File: src/sv/blvr_pkg.sv
`timescale 1ns / 1ps
// Shared types and codes for the bounded list with value removal.
package blvr_pkg;

  localparam logic [2:0] CMD_INS_FRONT = 3'd0;
  localparam logic [2:0] CMD_INS_BACK  = 3'd1;
  localparam logic [2:0] CMD_DEL_FRONT = 3'd2;
  localparam logic [2:0] CMD_DEL_BACK  = 3'd3;
  localparam logic [2:0] CMD_DEL_VALUE = 3'd4;
  localparam logic [2:0] CMD_READ_OUT  = 3'd5;

  localparam logic [1:0] STAT_OK        = 2'd0;
  localparam logic [1:0] STAT_EMPTY     = 2'd1;
  localparam logic [1:0] STAT_NOT_FOUND = 2'd2;
  localparam logic [1:0] STAT_FULL      = 2'd3;

  typedef enum logic [1:0] {
    ST_IDLE,
    ST_SCAN,
    ST_READ
  } state_t;

  typedef struct packed {
    logic signed [31:0] item;
    logic [1:0]         status;
    logic [4:0]         entry_count;
    logic               last;
  } res_t;

endpackage

File: src/sv/blvr_mem.sv
`timescale 1ns / 1ps
// Entry memory: one write port, one read port with registered read data.
module blvr_mem #(
  parameter int DEPTH = 16,
  parameter int AW    = 4
) (
  input  logic               clk,
  input  logic               we,
  input  logic [AW-1:0]      waddr,
  input  logic signed [31:0] wdata,
  input  logic               re,
  input  logic [AW-1:0]      raddr,
  output logic signed [31:0] rdata
);

  logic signed [31:0] mem [DEPTH];

  always_ff @(posedge clk) begin
    if (we) begin
      mem[waddr] <= wdata;
    end
  end

  always_ff @(posedge clk) begin
    if (re) begin
      rdata <= mem[raddr];
    end
  end

endmodule

File: src/sv/blvr_ctrl.sv
`timescale 1ns / 1ps
// Command sequencer: ring pointers, scan and shift pass, read out and result register.
module blvr_ctrl #(
  parameter int CAPACITY = 16,
  parameter int AW       = 4,
  parameter int CW       = 5
) (
  input  logic               clk,
  input  logic               rst_n,
  input  logic               in_valid,
  output logic               in_ready,
  input  logic [2:0]         in_command,
  input  logic signed [31:0] in_value,
  output logic               out_valid,
  input  logic               out_ready,
  output blvr_pkg::res_t     out_res,
  output logic               mem_we,
  output logic [AW-1:0]      mem_waddr,
  output logic signed [31:0] mem_wdata,
  output logic               mem_re,
  output logic [AW-1:0]      mem_raddr,
  input  logic signed [31:0] mem_rdata
);
  import blvr_pkg::*;

  localparam logic [AW+1:0] CAP_P  = (AW+2)'(CAPACITY);
  localparam logic [CW-1:0] CAP_C  = CW'(CAPACITY);
  localparam logic [AW-1:0] LAST_A = AW'(CAPACITY - 1);
  localparam logic [CW-1:0] ONE_C  = CW'(1);

  function automatic logic [AW-1:0] phys(input logic [AW-1:0] h, input logic [CW-1:0] k);
    logic [AW+1:0] s;
    s = {2'b00, h} + {{(AW+2-CW){1'b0}}, k};
    if (s >= CAP_P) begin
      s = s - CAP_P;
    end
    return s[AW-1:0];
  endfunction

  function automatic logic [4:0] cnt5(input logic [CW-1:0] c);
    logic [CW+4:0] t;
    t = {5'b00000, c};
    return t[4:0];
  endfunction

  state_t             state_r, state_nxt;
  logic [AW-1:0]      head_r, head_nxt;
  logic [CW-1:0]      cnt_r, cnt_nxt;
  logic [CW-1:0]      idx_r, idx_nxt;
  logic [CW-1:0]      sidx_r, sidx_nxt;
  logic               found_r, found_nxt;
  logic               sdv_r, sdv_nxt;
  logic               pend_r, pend_nxt;
  logic               out_valid_r, out_valid_nxt;
  res_t               out_r, out_nxt;
  logic signed [31:0] val_r, val_nxt;

  logic out_free, accept, cnt_full, cnt_empty;
  logic scan_done, rd_load, rd_done, match;

  assign out_free  = !out_valid_r || out_ready;
  assign in_ready  = (state_r == ST_IDLE) && out_free;
  assign accept    = in_valid && in_ready;
  assign cnt_full  = (cnt_r == CAP_C);
  assign cnt_empty = (cnt_r == '0);
  assign scan_done = sdv_r && (idx_r == cnt_r);
  assign rd_load   = pend_r && out_free;
  assign rd_done   = rd_load && (idx_r == cnt_r);
  assign match     = (mem_rdata == val_r);

  assign out_valid = out_valid_r;
  assign out_res   = out_r;

  always_comb begin
    state_nxt = state_r;
    case (state_r)
      ST_IDLE: begin
        if (accept && !cnt_empty) begin
          if (in_command == CMD_DEL_VALUE) begin
            state_nxt = ST_SCAN;
          end else if (in_command == CMD_READ_OUT) begin
            state_nxt = ST_READ;
          end
        end
      end
      ST_SCAN: begin
        if (scan_done) begin
          state_nxt = ST_IDLE;
        end
      end
      ST_READ: begin
        if (rd_done) begin
          state_nxt = ST_IDLE;
        end
      end
      default: state_nxt = ST_IDLE;
    endcase
  end

  always_comb begin
    head_nxt      = head_r;
    cnt_nxt       = cnt_r;
    idx_nxt       = idx_r;
    sidx_nxt      = sidx_r;
    found_nxt     = found_r;
    sdv_nxt       = 1'b0;
    pend_nxt      = pend_r;
    val_nxt       = val_r;
    out_nxt       = out_r;
    out_valid_nxt = out_valid_r && !out_ready;
    mem_we        = 1'b0;
    mem_waddr     = '0;
    mem_wdata     = in_value;
    mem_re        = 1'b0;
    mem_raddr     = '0;
    case (state_r)
      ST_IDLE: begin
        if (accept) begin
          out_nxt.item        = '0;
          out_nxt.status      = STAT_OK;
          out_nxt.entry_count = cnt5(cnt_r);
          out_nxt.last        = 1'b1;
          out_valid_nxt       = 1'b1;
          idx_nxt             = '0;
          found_nxt           = 1'b0;
          pend_nxt            = 1'b0;
          val_nxt             = in_value;
          case (in_command)
            CMD_INS_FRONT: begin
              if (cnt_full) begin
                out_nxt.status = STAT_FULL;
              end else begin
                head_nxt            = (head_r == '0) ? LAST_A : head_r - AW'(1);
                mem_we              = 1'b1;
                mem_waddr           = head_nxt;
                cnt_nxt             = cnt_r + ONE_C;
                out_nxt.entry_count = cnt5(cnt_nxt);
              end
            end
            CMD_INS_BACK: begin
              if (cnt_full) begin
                out_nxt.status = STAT_FULL;
              end else begin
                mem_we              = 1'b1;
                mem_waddr           = phys(head_r, cnt_r);
                cnt_nxt             = cnt_r + ONE_C;
                out_nxt.entry_count = cnt5(cnt_nxt);
              end
            end
            CMD_DEL_FRONT: begin
              if (cnt_empty) begin
                out_nxt.status = STAT_EMPTY;
              end else begin
                head_nxt            = phys(head_r, ONE_C);
                cnt_nxt             = cnt_r - ONE_C;
                out_nxt.entry_count = cnt5(cnt_nxt);
              end
            end
            CMD_DEL_BACK: begin
              if (cnt_empty) begin
                out_nxt.status = STAT_EMPTY;
              end else begin
                cnt_nxt             = cnt_r - ONE_C;
                out_nxt.entry_count = cnt5(cnt_nxt);
              end
            end
            CMD_DEL_VALUE, CMD_READ_OUT: begin
              if (cnt_empty) begin
                out_nxt.status = STAT_EMPTY;
              end else begin
                out_valid_nxt = 1'b0;
              end
            end
            default: ;
          endcase
        end
      end
      ST_SCAN: begin
        if (idx_r != cnt_r) begin
          mem_re    = 1'b1;
          mem_raddr = phys(head_r, idx_r);
          idx_nxt   = idx_r + ONE_C;
          sidx_nxt  = idx_r;
          sdv_nxt   = 1'b1;
        end
        if (sdv_r) begin
          if (found_r) begin
            mem_we    = 1'b1;
            mem_waddr = phys(head_r, sidx_r - ONE_C);
            mem_wdata = mem_rdata;
          end else if (match) begin
            found_nxt = 1'b1;
          end
        end
        if (scan_done) begin
          cnt_nxt             = found_nxt ? cnt_r - ONE_C : cnt_r;
          out_nxt.item        = '0;
          out_nxt.status      = found_nxt ? STAT_OK : STAT_NOT_FOUND;
          out_nxt.entry_count = cnt5(cnt_nxt);
          out_nxt.last        = 1'b1;
          out_valid_nxt       = 1'b1;
        end
      end
      ST_READ: begin
        if (rd_load) begin
          out_nxt.item        = mem_rdata;
          out_nxt.status      = STAT_OK;
          out_nxt.entry_count = cnt5(cnt_r);
          out_nxt.last        = (idx_r == cnt_r);
          out_valid_nxt       = 1'b1;
          pend_nxt            = 1'b0;
        end
        if ((idx_r != cnt_r) && (!pend_r || rd_load)) begin
          mem_re    = 1'b1;
          mem_raddr = phys(head_r, idx_r);
          idx_nxt   = idx_r + ONE_C;
          pend_nxt  = 1'b1;
        end
      end
      default: ;
    endcase
  end

  always_ff @(posedge clk) begin
    if (!rst_n) begin
      state_r     <= ST_IDLE;
      head_r      <= '0;
      cnt_r       <= '0;
      idx_r       <= '0;
      found_r     <= 1'b0;
      sdv_r       <= 1'b0;
      pend_r      <= 1'b0;
      out_valid_r <= 1'b0;
    end else begin
      state_r     <= state_nxt;
      head_r      <= head_nxt;
      cnt_r       <= cnt_nxt;
      idx_r       <= idx_nxt;
      found_r     <= found_nxt;
      sdv_r       <= sdv_nxt;
      pend_r      <= pend_nxt;
      out_valid_r <= out_valid_nxt;
    end
  end

  always_ff @(posedge clk) begin
    out_r  <= out_nxt;
    val_r  <= val_nxt;
    sidx_r <= sidx_nxt;
  end

  a_cnt_bound: assert property (@(posedge clk) disable iff (!rst_n)
    cnt_r <= CAP_C)
    else $error("entry count above capacity");

  a_head_bound: assert property (@(posedge clk) disable iff (!rst_n)
    head_r <= LAST_A)
    else $error("head pointer out of range");

  a_scan_quiet: assert property (@(posedge clk) disable iff (!rst_n)
    (state_r == ST_SCAN) |-> !out_valid_r)
    else $error("result pending during scan");

  a_no_overlap: assert property (@(posedge clk) disable iff (!rst_n)
    (mem_we && mem_re) |-> (mem_waddr != mem_raddr))
    else $error("write and read hit the same entry");

  a_scan_count: assert property (@(posedge clk) disable iff (!rst_n)
    (state_r == ST_SCAN) |=> (cnt_r == $past(cnt_r)) || (state_r == ST_IDLE))
    else $error("count changed in the middle of a scan");

endmodule

File: src/sv/bounded_list_with_value_removal_top.sv
`timescale 1ns / 1ps
// Bounded list top level: entry memory plus command sequencer.
// Insert, delete front/back and unknown commands: result registered at accept.
// Delete value: scan and shift pass over all entries, then the result; empty list: empty status.
// Read out: one word per cycle in list order while out_ready is high; empty list: empty status.
// Next command accepted once the sequencer is idle and the result register can take a word.
// Reset clears count, head pointer and control; entry memory contents stay undefined.
module bounded_list_with_value_removal_top #(
  parameter int CAPACITY = 16
) (
  input  logic               clk,
  input  logic               rst_n,
  input  logic               in_valid,
  output logic               in_ready,
  input  logic [2:0]         in_command,
  input  logic signed [31:0] in_value,
  output logic               out_valid,
  input  logic               out_ready,
  output logic signed [31:0] out_item,
  output logic [1:0]         out_status,
  output logic [4:0]         out_entry_count,
  output logic               out_last
);
  import blvr_pkg::*;

  localparam int AW = $clog2(CAPACITY);
  localparam int CW = $clog2(CAPACITY + 1);

  logic               mem_we, mem_re;
  logic [AW-1:0]      mem_waddr, mem_raddr;
  logic signed [31:0] mem_wdata, mem_rdata;
  res_t               res;

  blvr_mem #(
    .DEPTH(CAPACITY),
    .AW   (AW)
  ) u_mem (
    .clk  (clk),
    .we   (mem_we),
    .waddr(mem_waddr),
    .wdata(mem_wdata),
    .re   (mem_re),
    .raddr(mem_raddr),
    .rdata(mem_rdata)
  );

  blvr_ctrl #(
    .CAPACITY(CAPACITY),
    .AW      (AW),
    .CW      (CW)
  ) u_ctrl (
    .clk       (clk),
    .rst_n     (rst_n),
    .in_valid  (in_valid),
    .in_ready  (in_ready),
    .in_command(in_command),
    .in_value  (in_value),
    .out_valid (out_valid),
    .out_ready (out_ready),
    .out_res   (res),
    .mem_we    (mem_we),
    .mem_waddr (mem_waddr),
    .mem_wdata (mem_wdata),
    .mem_re    (mem_re),
    .mem_raddr (mem_raddr),
    .mem_rdata (mem_rdata)
  );

  assign out_item        = res.item;
  assign out_status      = res.status;
  assign out_entry_count = res.entry_count;
  assign out_last        = res.last;

endmodule
File: config.mk
export PLATFORM = sky130hd
export DESIGN_NAME = bounded_list_with_value_removal_top
export DESIGN_NICKNAME = d
export VERILOG_FILES = /design/src/sv/blvr_pkg.sv /design/src/sv/blvr_mem.sv /design/src/sv/blvr_ctrl.sv /design/src/sv/bounded_list_with_value_removal_top.sv
export SDC_FILE = /design/constraint.sdc
export NUM_CORES = 1
export LEC_CHECK = 0
export BUFFER_PORTS_ARGS = -buffer_cell sky130_fd_sc_hd__buf_2
export CAP_MARGIN = 20
export CELL_PAD_IN_SITES_DETAIL_PLACEMENT = 1
export CELL_PAD_IN_SITES_GLOBAL_PLACEMENT = 2
export CORE_MARGIN = 2
export CORE_UTILIZATION = 43
export DETAILED_ROUTE_END_ITERATION = 8
export PLACE_DENSITY_LB_ADDON = 0.1
export RECOVER_POWER = 100
export SLEW_MARGIN = 20
export SYNTH_ARGS = -nofsm -noshare
export SYNTH_HDL_FRONTEND = slang
export SYNTH_HIERARCHICAL = 1
export SYNTH_SLANG_ARGS = --single-unit
export TNS_END_PERCENT = 10
File: constraint.sdc
create_clock -name clk -period 6.3 [get_ports clk]
set_clock_uncertainty 0.05 [all_clocks]
set_input_delay 1.26 -clock clk [delete_from_list [all_inputs] [get_ports clk]]
set_output_delay 1.26 -clock clk [all_outputs]
set_load 0.01 [all_outputs]
==> impl_metrics.tcl, run 1 <==
set metrics [dict create \
    design.portCount 81 \
    grt_start_max_net_pins 49 \
    die_h_um 249.3 \
    multi_input_area_mm2 0.006475 \
    status "finished, violations left" \
    cts_buffer_depth 3 \
    p_per_area_mw_per_mm2 349.2 \
    route.met2.wl_um 32290 \
    yosysWarnings 6 \
    fillers 5384 \
    crit_path_end_kind "register" \
    place.gp.congestion 0.7439 \
    arrival_ps 5410 \
    synth-seq-area-share_pct 73.48 \
    muxShareOfSynthArea_pct 12.79 \
    clock-sinks 640 \
    cts_resized 0 \
    wl_per_cell_um 29.08 \
    synth_top_area_cell "edfxtp_1" \
    cts-root-buf "clkbuf_16" \
    critPathLaunchType "register" \
    drt-pass1-iter-count 5 \
    ant_nets 0 \
    yosysUniqueCellTypes 66 \
    async_flop_share_pct 0 \
    crit_required_ps 6530 \
    avgSynthCellArea_um2 18.76 \
    drv_cap 10 \
    crit_path_max_fanout 29 \
    hp-class "reg -> reg" \
    dieWidth_um 249.3 \
    coreArea_mm2 0.05924 \
    relSlewSlack_pct -115.2 \
    path_class "reg -> reg" \
    peakVddDrop_v 0.0002918 \
    synth-edff-count 620 \
    dr_wl_met3_um 3507 \
    regArea_mm2 0.01902 \
    antenna_found_initial 1 \
    final_max_slew_viol_count 224 \
    drtIter0Drc 1059 \
    violations "capacitance limit, slew limit" \
    place_area_mm2 0.02740 \
    grt_setup_unrepaired "no" \
    grt_overflow 0 \
    synth_compound_area_share_pct 4.631 \
    dieArea_mm2 0.06217 \
    vias_per_cell 5.866 \
    drive_above_1_share_pct 19.06 \
    fin_crit_ps 5174 \
    fin_nets 1562 \
    yosys.area_share.simple_pct 4.534 \
    start_util_pct 43.69 \
    grt_pass1_vias 14220 \
    grt_pass1_wl_um 100100 \
    yosys-top-cells-area "edfxtp_1 72%, mux4_2 11%, a22oi_1 1.9%" \
    synth-xor-area-share_pct 1.590 \
    fp-row-count 89 \
    setup_viol 0 \
    insertion_delay_ps 620 \
    io_buffer_count 80 \
    h-tree-depth 3 \
    design_area_mm2 0.02951 \
    route.vias.total 13680 \
    synth_top_family_by_area "multiplexers" \
    syn-cell-area_mm2 0.02588 \
    post_cts_buffers 0 \
    numCtsBuffers 71 \
    power.leakage_uw 0.009279 \
    track_usage_pct 22.22 \
    ctsHoldBuffers 0 \
    top_layer_used "met5" \
    period_share_pct 82.13 \
    synth_ff_type "edfxtp_1" \
    syn-instance-count 1380 \
    ys_seq_elements 640 \
    drt-total-wl_um 67820 \
    synth_nets 1441 \
    areaGrowthSynthToFinish_pct 13.99 \
    drc 0 \
    hold_viol_final 0 \
    synthAdderAreaFrac_pct 1.150 \
    cts_tree "yes" \
    clkTransAtPathRegs_ps 60 \
    setup_tns_ps 0 \
    max_freq_mhz 193.3 \
    worst_slew_pin_slew_ps 3227 \
    synth_top_area_share_pct 71.93 \
    dp_hpwl_um 39830 \
    drt-met1-wl_um 30600 \
    totalPowerFinal_uw 10300 \
]
-- where the power goes --
part	switching, uW	total [uW]	leakage (uW)	internal [uW]
Sequential	125	5070	0.00580	4950
Clock	1710	4200	0.00115	2490
Combinational	718	1030	0.00232	309
-- cells in the final DEF, fill, tap and decap left out, types with 23 or more instances in the layout --
cell type and count:
xnor2_1 31, a21oi_1 24, a22oi_1 65, edfxtp_1 620
and2_0 23, mux2_1 28, inv_1 26, o21ai_0 24
nor2_1 28, clkbuf_1 93, clkbuf_16 71, mux4_2 128
nand2_1 74
-- final cells by class --
| class | instances | share of cell area (%) |
|---|---|---|
| Sequential cell | 640 | 64.46 |
| Multi-Input combinational cell | 639 | 21.94 |
| Clock buffer | 80 | 6.136 |
| Tap cell | 773 | 3.278 |
| Timing Repair Buffer | 121 | 2.027 |
| Clock inverter | 50 | 1.794 |
| Inverter | 28 | 0.3562 |
| Antenna cell | 1 | 0.008481 |
-- registers in the layout, summed over array words and instances (netlist names), 4 cells and up --
register / cells
u_ctrl/idx_r: 5
u_mem/mem: 512
u_ctrl/sidx_r: 4
u_ctrl/out_res: 40
u_ctrl/head_r: 4
u_ctrl/cnt_r: 5
u_ctrl/val_r: 32
u_mem/rdata: 32
-- synthesized netlist by cell type (5+ instances only) --
master / count
nand2b_1: 12
nand4_1: 6
inv_1: 26
nand3_1: 20
a221oi_1: 5
buf_2: 7
a21oi_1: 23
clkbuf_1: 38
dfxtp_1: 20
mux2i_1: 10
o31ai_1: 6
o21ai_0: 24
ha_1: 19
buf_1: 12
o21a_1: 5
nand2_1: 74
mux4_2: 128
xor2_1: 16
edfxtp_1: 620
buf_4: 11
nor4_1: 5
xnor2_1: 31
o22ai_1: 7
o211ai_1: 5
a31oi_1: 6
mux2_2: 29
nor3_1: 18
and2_1: 33
nor2_1: 39
a22oi_1: 65
-- per-layer routing --
layer	track usage, %	vias up
met3	4.274	97
met1	31.83	7372
met2	35.20	377
met5	0	-
li1	-	5832
met4	5.628	2
-- worst max-delay path: stages, from the launching register on --
cell     delay [ps]
dfxtp_1         340
inv_1            90
ha_1            520
nand3_1         710
buf_4           580
o22ai_1         350
nand3_1         320
nor2_2         1380
buf_4           460
-- per-stage QoR --
stage | hold WS [ps] | util [%] | std cells | setup WS, ps
floorplan | 421.4 | - | 1380 | 330.7
detailed placement | 468.1 | 46.24 | 2200 | 1390
CTS | 472.7 | 50.19 | 2330 | 1808
finish | 463.8 | 49.81 | 2332 | 1126
global placement | 444.3 | 46.24 | 2200 | 1503
global route | 506.5 | 49.80 | 2331 | 831.2
-- worst paths after layout --
kind	to	startpoint	cells past startpoint	slack [ps]
max	u_mem/mem[15][17]	u_ctrl/state_r[1]	8	1130
min	u_ctrl/state_r[0]	u_ctrl/state_r[0]	2	460
max reg2reg	u_mem/mem[15][17]	u_ctrl/state_r[1]	8	1130
min reg2reg	u_ctrl/state_r[0]	u_ctrl/state_r[0]	2	460
-- cells by family (layout without fill, tap and decap cells) --
group / count (synthesis) / after routing
flops: 640 / 640
simple gates: 234 / 234
compound gates: 169 / 169
mux: 167 / 167
buf+inv: 101 / 279
xor+xnor: 47 / 47
fa+ha+maj: 22 / 22
other cells: 0 / 1
Power figures use the tool's default switching activity.
==> inputs of run 2 (changes only) <==
==> constraint.sdc (replaced) <==
create_clock -name clk -period 4.58 [get_ports clk]
set_clock_uncertainty 0.05 [all_clocks]
set_input_delay 0.916 -clock clk [delete_from_list [all_inputs] [get_ports clk]]
set_output_delay 0.916 -clock clk [all_outputs]
set_load 0.01 [all_outputs]
==> impl_metrics.tcl, run 2 (synthesis gave the netlist of run 1 again) <==
set metrics [dict create \
    status "finished, violations left" \
    violations "capacitance limit, slew limit" \
    comb_power_share_pct 11.1 \
    top_register "u_mem/mem" \
    p_sw_uw 3457 \
    dieWidth_um 249.3 \
    crit_path_end_kind "register" \
    drc 0 \
    critPathMaxStageDelay_ps 760 \
    r2r_setup_slack_ps 570 \
    grt_overflow 0 \
    final_max_slew_viol_count 73 \
    design.portCount 81 \
    arrival_ps 4170 \
    cts_resized 0 \
    route.vias.total 13740 \
    largest_register_ffs 512 \
    seq_power_share_pct 51.2 \
    setup_tns_ps 0 \
    clkTransAtPathRegs_ps 60 \
    power.leakage_uw 0.009276 \
    reg2reg_depth 8 \
    hp-class "in -> reg" \
    drt-pass1-iter-count 5 \
    start_util_pct 43.69 \
    clock-sinks 640 \
    max_freq_mhz 249.5 \
    post_cts_buffers 0 \
    critPathSlowestCell "nand3_1" \
    dieArea_mm2 0.06217 \
    insertion_delay_ps 600 \
    antenna_found_initial 1 \
    cts_tree "yes" \
    drv_cap 3 \
    hold_viol_final 0 \
    wl_per_cell_um 30.15 \
    vias_per_cell 5.853 \
    fp-row-count 89 \
    dp_hpwl_um 41290 \
    cts_buffer_depth 3 \
    path_class "reg -> reg" \
    p_int_uw 10110 \
    track_usage_pct 23.20 \
    clock_power_share_pct 37.7 \
    drive_above_1_share_pct 19.20 \
    utilization_pct 49.76 \
    regArea_mm2 0.01902 \
    critPathLaunchType "register" \
    grt_pass1_vias 14580 \
    fin_nets 1588 \
    cp_top_family "simple AND/OR/NAND/NOR gates" \
    stdcell_count 2348 \
    period_share_pct 87.53 \
    mostFrequentLayoutCell "edfxtp_1" \
    r2r-start "u_ctrl/state_r[1]" \
    ant_nets 0 \
    die_h_um 249.3 \
    crit_start "u_ctrl/state_r[1]" \
    place.gp.congestion 0.7891 \
    peakVddDrop_v 0.0003208 \
    grt_start_max_net_pins 49 \
    ctsHoldBuffers 0 \
    crit_cells 8 \
    cts-root-buf "clkbuf_16" \
    coreArea_mm2 0.05924 \
    placedCellCount 2229 \
    crit_buf_inv 3 \
    numCtsBuffers 69 \
    fin_crit_ps 4009 \
    crit_path_max_fanout 19 \
    io_buffer_count 80 \
    relSlewSlack_pct -26.28 \
    fillers 5475 \
    worst_slew_pin_slew_ps 1894 \
    areaGrowthSynthToFinish_pct 13.90 \
    multi_input_area_mm2 0.006452 \
    crit_required_ps 4740 \
    drtIter0Drc 1253 \
    h-tree-depth 3 \
    crit_chain "inv_1 -> ha_1 -> nand3_1 -> buf_4 -> nand2_1 -> or3b_2 -> nor3_1 -> clkbuf_2" \
    layout_common_cells "620 x edfxtp_1, 128 x mux4_2, 99 x clkbuf_1, 74 x nand2_1, 72 x clkbuf_16" \
    grt_pass1_wl_um 103700 \
    drt-total-wl_um 70800 \
    p_per_area_mw_per_mm2 460.3 \
    setup_viol 0 \
    swShare_pct 25.47 \
    endpoint "u_mem/mem[0][12]" \
    grt_setup_unrepaired "no" \
    worstReg2RegEnd "u_mem/mem[0][12]" \
]
-- run 2: cell count changes in the layout (fill, tap and decap cells not counted), moves of 3 or more --
cell / change
buf_2: +5
clkinv_2: -4
buf_4: +6
clkbuf_4: +4
nor2_1: +3
bufinv_16: -10
and2_0: -6
clkbuf_1: +6
inv_6: -4
clkbuf_2: +3
buf_12: +10
and2_1: +7
-- run 2: power by group through the flow --
stage	clock network, uW	logic, uW	registers, uW
after global placement	0	1610	7040
after detailed placement	0	1620	7050
after CTS	5220	1630	6930
final	5110	1510	6940
after floorplan	0	808	7110
after global routing	5420	1650	6980
-- run 2: worst min path at each step --
stage | start | slack, ps | depth (start not counted) | to
final | in_value[8] | 450 | 1 | u_ctrl/val_r[8]
after global routing | in_value[8] | 430 | 1 | u_ctrl/val_r[8]
after CTS | in_value[8] | 410 | 1 | u_ctrl/val_r[8]
after detailed placement | u_ctrl/state_r[0] | 450 | 2 | u_ctrl/state_r[0]
after global placement | u_ctrl/state_r[1] | 450 | 2 | u_ctrl/state_r[1]
after floorplan | u_ctrl/state_r[1] | 420 | 2 | u_ctrl/state_r[1]
-- run 2: through the flow --
stage	power (uW)	area [um2]	hold slack (ps)	setup slack [ps]
finish	13570	29480	454.2	571.3
global route	14040	29480	432.2	391.2
CTS	13780	29850	414.1	936.7
detailed placement	8675	27830	452.7	911.1
global placement	8644	27830	445.2	992.6
floorplan	7919	25900	421.4	-843.8
-- run 2: final cells by class --
class | count | area share [%]
inverters | 28 | 0.3565
well taps | 773 | 3.281
diodes | 2 | 0.01698
clock buffers | 87 | 6.303
clock inverters | 30 | 0.5475
repair buffers | 149 | 3.098
flip-flops and latches | 640 | 64.51
multi-input cells | 639 | 21.89
-- run 2: layer usage --
layer,track usage [%],vias up,part of all wire (%)
met5,0,-,0
met4,6.299,0,2.6
met3,3.939,112,5.1
met2,38.08,379,49
met1,32.23,7374,44
li1,-,5877,-
==> inputs of run 3 (changes only) <==
--- a/config.mk
+++ b/config.mk
@@ -7,12 +7,10 @@
 export LEC_CHECK = 0
 export BUFFER_PORTS_ARGS = -buffer_cell sky130_fd_sc_hd__buf_2
 export CAP_MARGIN = 20
-export CELL_PAD_IN_SITES_DETAIL_PLACEMENT = 1
-export CELL_PAD_IN_SITES_GLOBAL_PLACEMENT = 2
 export CORE_MARGIN = 2
-export CORE_UTILIZATION = 43
+export CORE_UTILIZATION = 56
 export DETAILED_ROUTE_END_ITERATION = 8
-export PLACE_DENSITY_LB_ADDON = 0.1
+export PLACE_DENSITY = 0.76
 export RECOVER_POWER = 100
 export SLEW_MARGIN = 20
 export SYNTH_ARGS = -nofsm -noshare
==> impl_metrics.tcl, run 3 (synthesis gave the netlist of run 1 again) <==
set metrics [dict create \
    status "finished, violations left" \
    violations "capacitance limit, slew limit" \
    fp-row-count 78 \
    p_sw_uw 3277 \
    path_class "reg -> reg" \
    dp_hpwl_um 35920 \
    design_area_mm2 0.02911 \
    coreArea_mm2 0.04548 \
    areaGrowthSynthToFinish_pct 12.45 \
    worstReg2RegEnd "u_mem/rdata[7]" \
    drv_cap 3 \
    design.portCount 81 \
    drtIter0Drc 1520 \
    setup_viol 0 \
    cts_tree "yes" \
    grt_setup_unrepaired "no" \
    grt_start_max_net_pins 51 \
    ant_nets 0 \
    layout_common_cells "620 x edfxtp_1, 128 x mux4_2, 84 x clkbuf_1, 74 x nand2_1, 65 x a22oi_1" \
    antenna_found_initial 1 \
    grt_pass1_wl_um 91170 \
    h-tree-depth 2 \
    setup_tns_ps 0 \
    setup_slack_ps 422.3 \
    insertion_delay_ps 630 \
    place_area_mm2 0.02740 \
    die_h_um 219.0 \
    ctsHoldBuffers 0 \
    critPathLaunchType "register" \
    dp_slack_ps 828.1 \
    wl_per_cell_um 28.96 \
    min_path_cells 1 \
    p_int_uw 9849 \
    swShare_pct 24.97 \
    r2r-start "u_ctrl/state_r[0]" \
    mostFrequentLayoutCell "edfxtp_1" \
    worst_slew_pin_slew_ps 2741 \
    post_cts_buffers 0 \
    p_per_area_mw_per_mm2 451.0 \
    largest_register_ffs 512 \
    grt_overflow 0 \
    cts_buffer_depth 3 \
    dieArea_mm2 0.04796 \
    seq_power_share_pct 53.1 \
    fillers 3111 \
    drive_above_1_share_pct 20.52 \
    dieWidth_um 219.0 \
    drt-pass1-iter-count 7 \
    fin_nets 1558 \
    period_share_pct 90.78 \
    totalPowerFinal_uw 13130 \
    start_util_pct 56.91 \
    place.gp.congestion 0.8964 \
    utilization_pct 64.00 \
    numCtsBuffers 61 \
    hold_viol_final 0 \
    drc 0 \
    drt-total-wl_um 62150 \
    vias_per_cell 6.514 \
    crit_path_end_kind "register" \
    crit_start "u_ctrl/state_r[0]" \
    peakVddDrop_v 0.0003234 \
    crit_path_max_fanout 25 \
    max_freq_mhz 240.5 \
    clkTransAtPathRegs_ps 60 \
    cts_resized 0 \
    relSlewSlack_pct -82.73 \
    track_usage_pct 26.55 \
    endpoint "u_mem/rdata[7]" \
    clock-sinks 640 \
    comb_power_share_pct 10.4 \
    r2r_setup_slack_ps 420 \
    clock_power_share_pct 36.5 \
    crit_required_ps 4910 \
    hp-class "in -> reg" \
    top_register "u_mem/mem" \
    final_max_slew_viol_count 73 \
    reg2reg_depth 12 \
    grt_pass1_vias 13930 \
    cts-root-buf "clkbuf_16" \
    fin_crit_ps 4158 \
    arrival_ps 4480 \
    power.leakage_uw 0.009160 \
    route.vias.total 13980 \
    io_buffer_count 80 \
]
## run 3: worst min path at each step
| stage | from | to | slack, ps |
|---|---|---|---|
| final | in_value[20] | u_ctrl/val_r[20] | 430 |
| after global routing | in_value[20] | u_ctrl/val_r[20] | 410 |
| after CTS | in_value[20] | u_ctrl/val_r[20] | 390 |
| after detailed placement | u_ctrl/state_r[0] | u_ctrl/state_r[0] | 460 |
| after global placement | u_ctrl/state_r[0] | u_ctrl/state_r[0] | 440 |
| after floorplan | u_ctrl/state_r[1] | u_ctrl/state_r[1] | 420 |
## run 3: power groups by stage
stage	sequential, uW	combinational, uW	clock [uW]
finish	6970	1370	4790
global route	7000	1480	5060
CTS	6950	1450	4850
detailed placement	7070	1440	0
global placement	7060	1410	0
floorplan	7110	808	0
## run 3: cell type report
| class | instances | area, um2 | share of cell area (%) |
|---|---|---|---|
| clock inverters | 43 | 337.8 | 1.161 |
| flip-flops and latches | 640 | 19020 | 65.34 |
| well taps | 600 | 750.7 | 2.579 |
| inverters | 28 | 105.1 | 0.3611 |
| multi-input cells | 639 | 6515 | 22.38 |
| diodes | 1 | 2.502 | 0.008597 |
| clock buffers | 68 | 1553 | 5.335 |
| repair buffers | 127 | 824.5 | 2.833 |
## run 3: stage by stage
stage / instances / hold slack, ps
global route: 2145 / 411.3
finish: 2146 / 428.1
detailed placement: 2034 / 464.7
global placement: 2034 / 440.2
floorplan: 1380 / 421.4
CTS: 2145 / 391.3
## run 3: worst max-delay path, cell delays in order (launching register included)
cell,delay (ps)
dfxtp_1,400
inv_1,90
ha_1,280
buf_4,230
clkinv_1,380
nor2_1,200
nand2_1,140
inv_1,130
and2_2,770
buf_4,440
mux4_2,370
a22oi_1,280
nand2_1,100
## run 3: metal layers
layer / global-route usage (%) / routed length, um
met5: 0 / 0
met3: 4.338 / 5678
met4: 8.086 / 1610
met2: 43.09 / 30320
met1: 37.60 / 24540
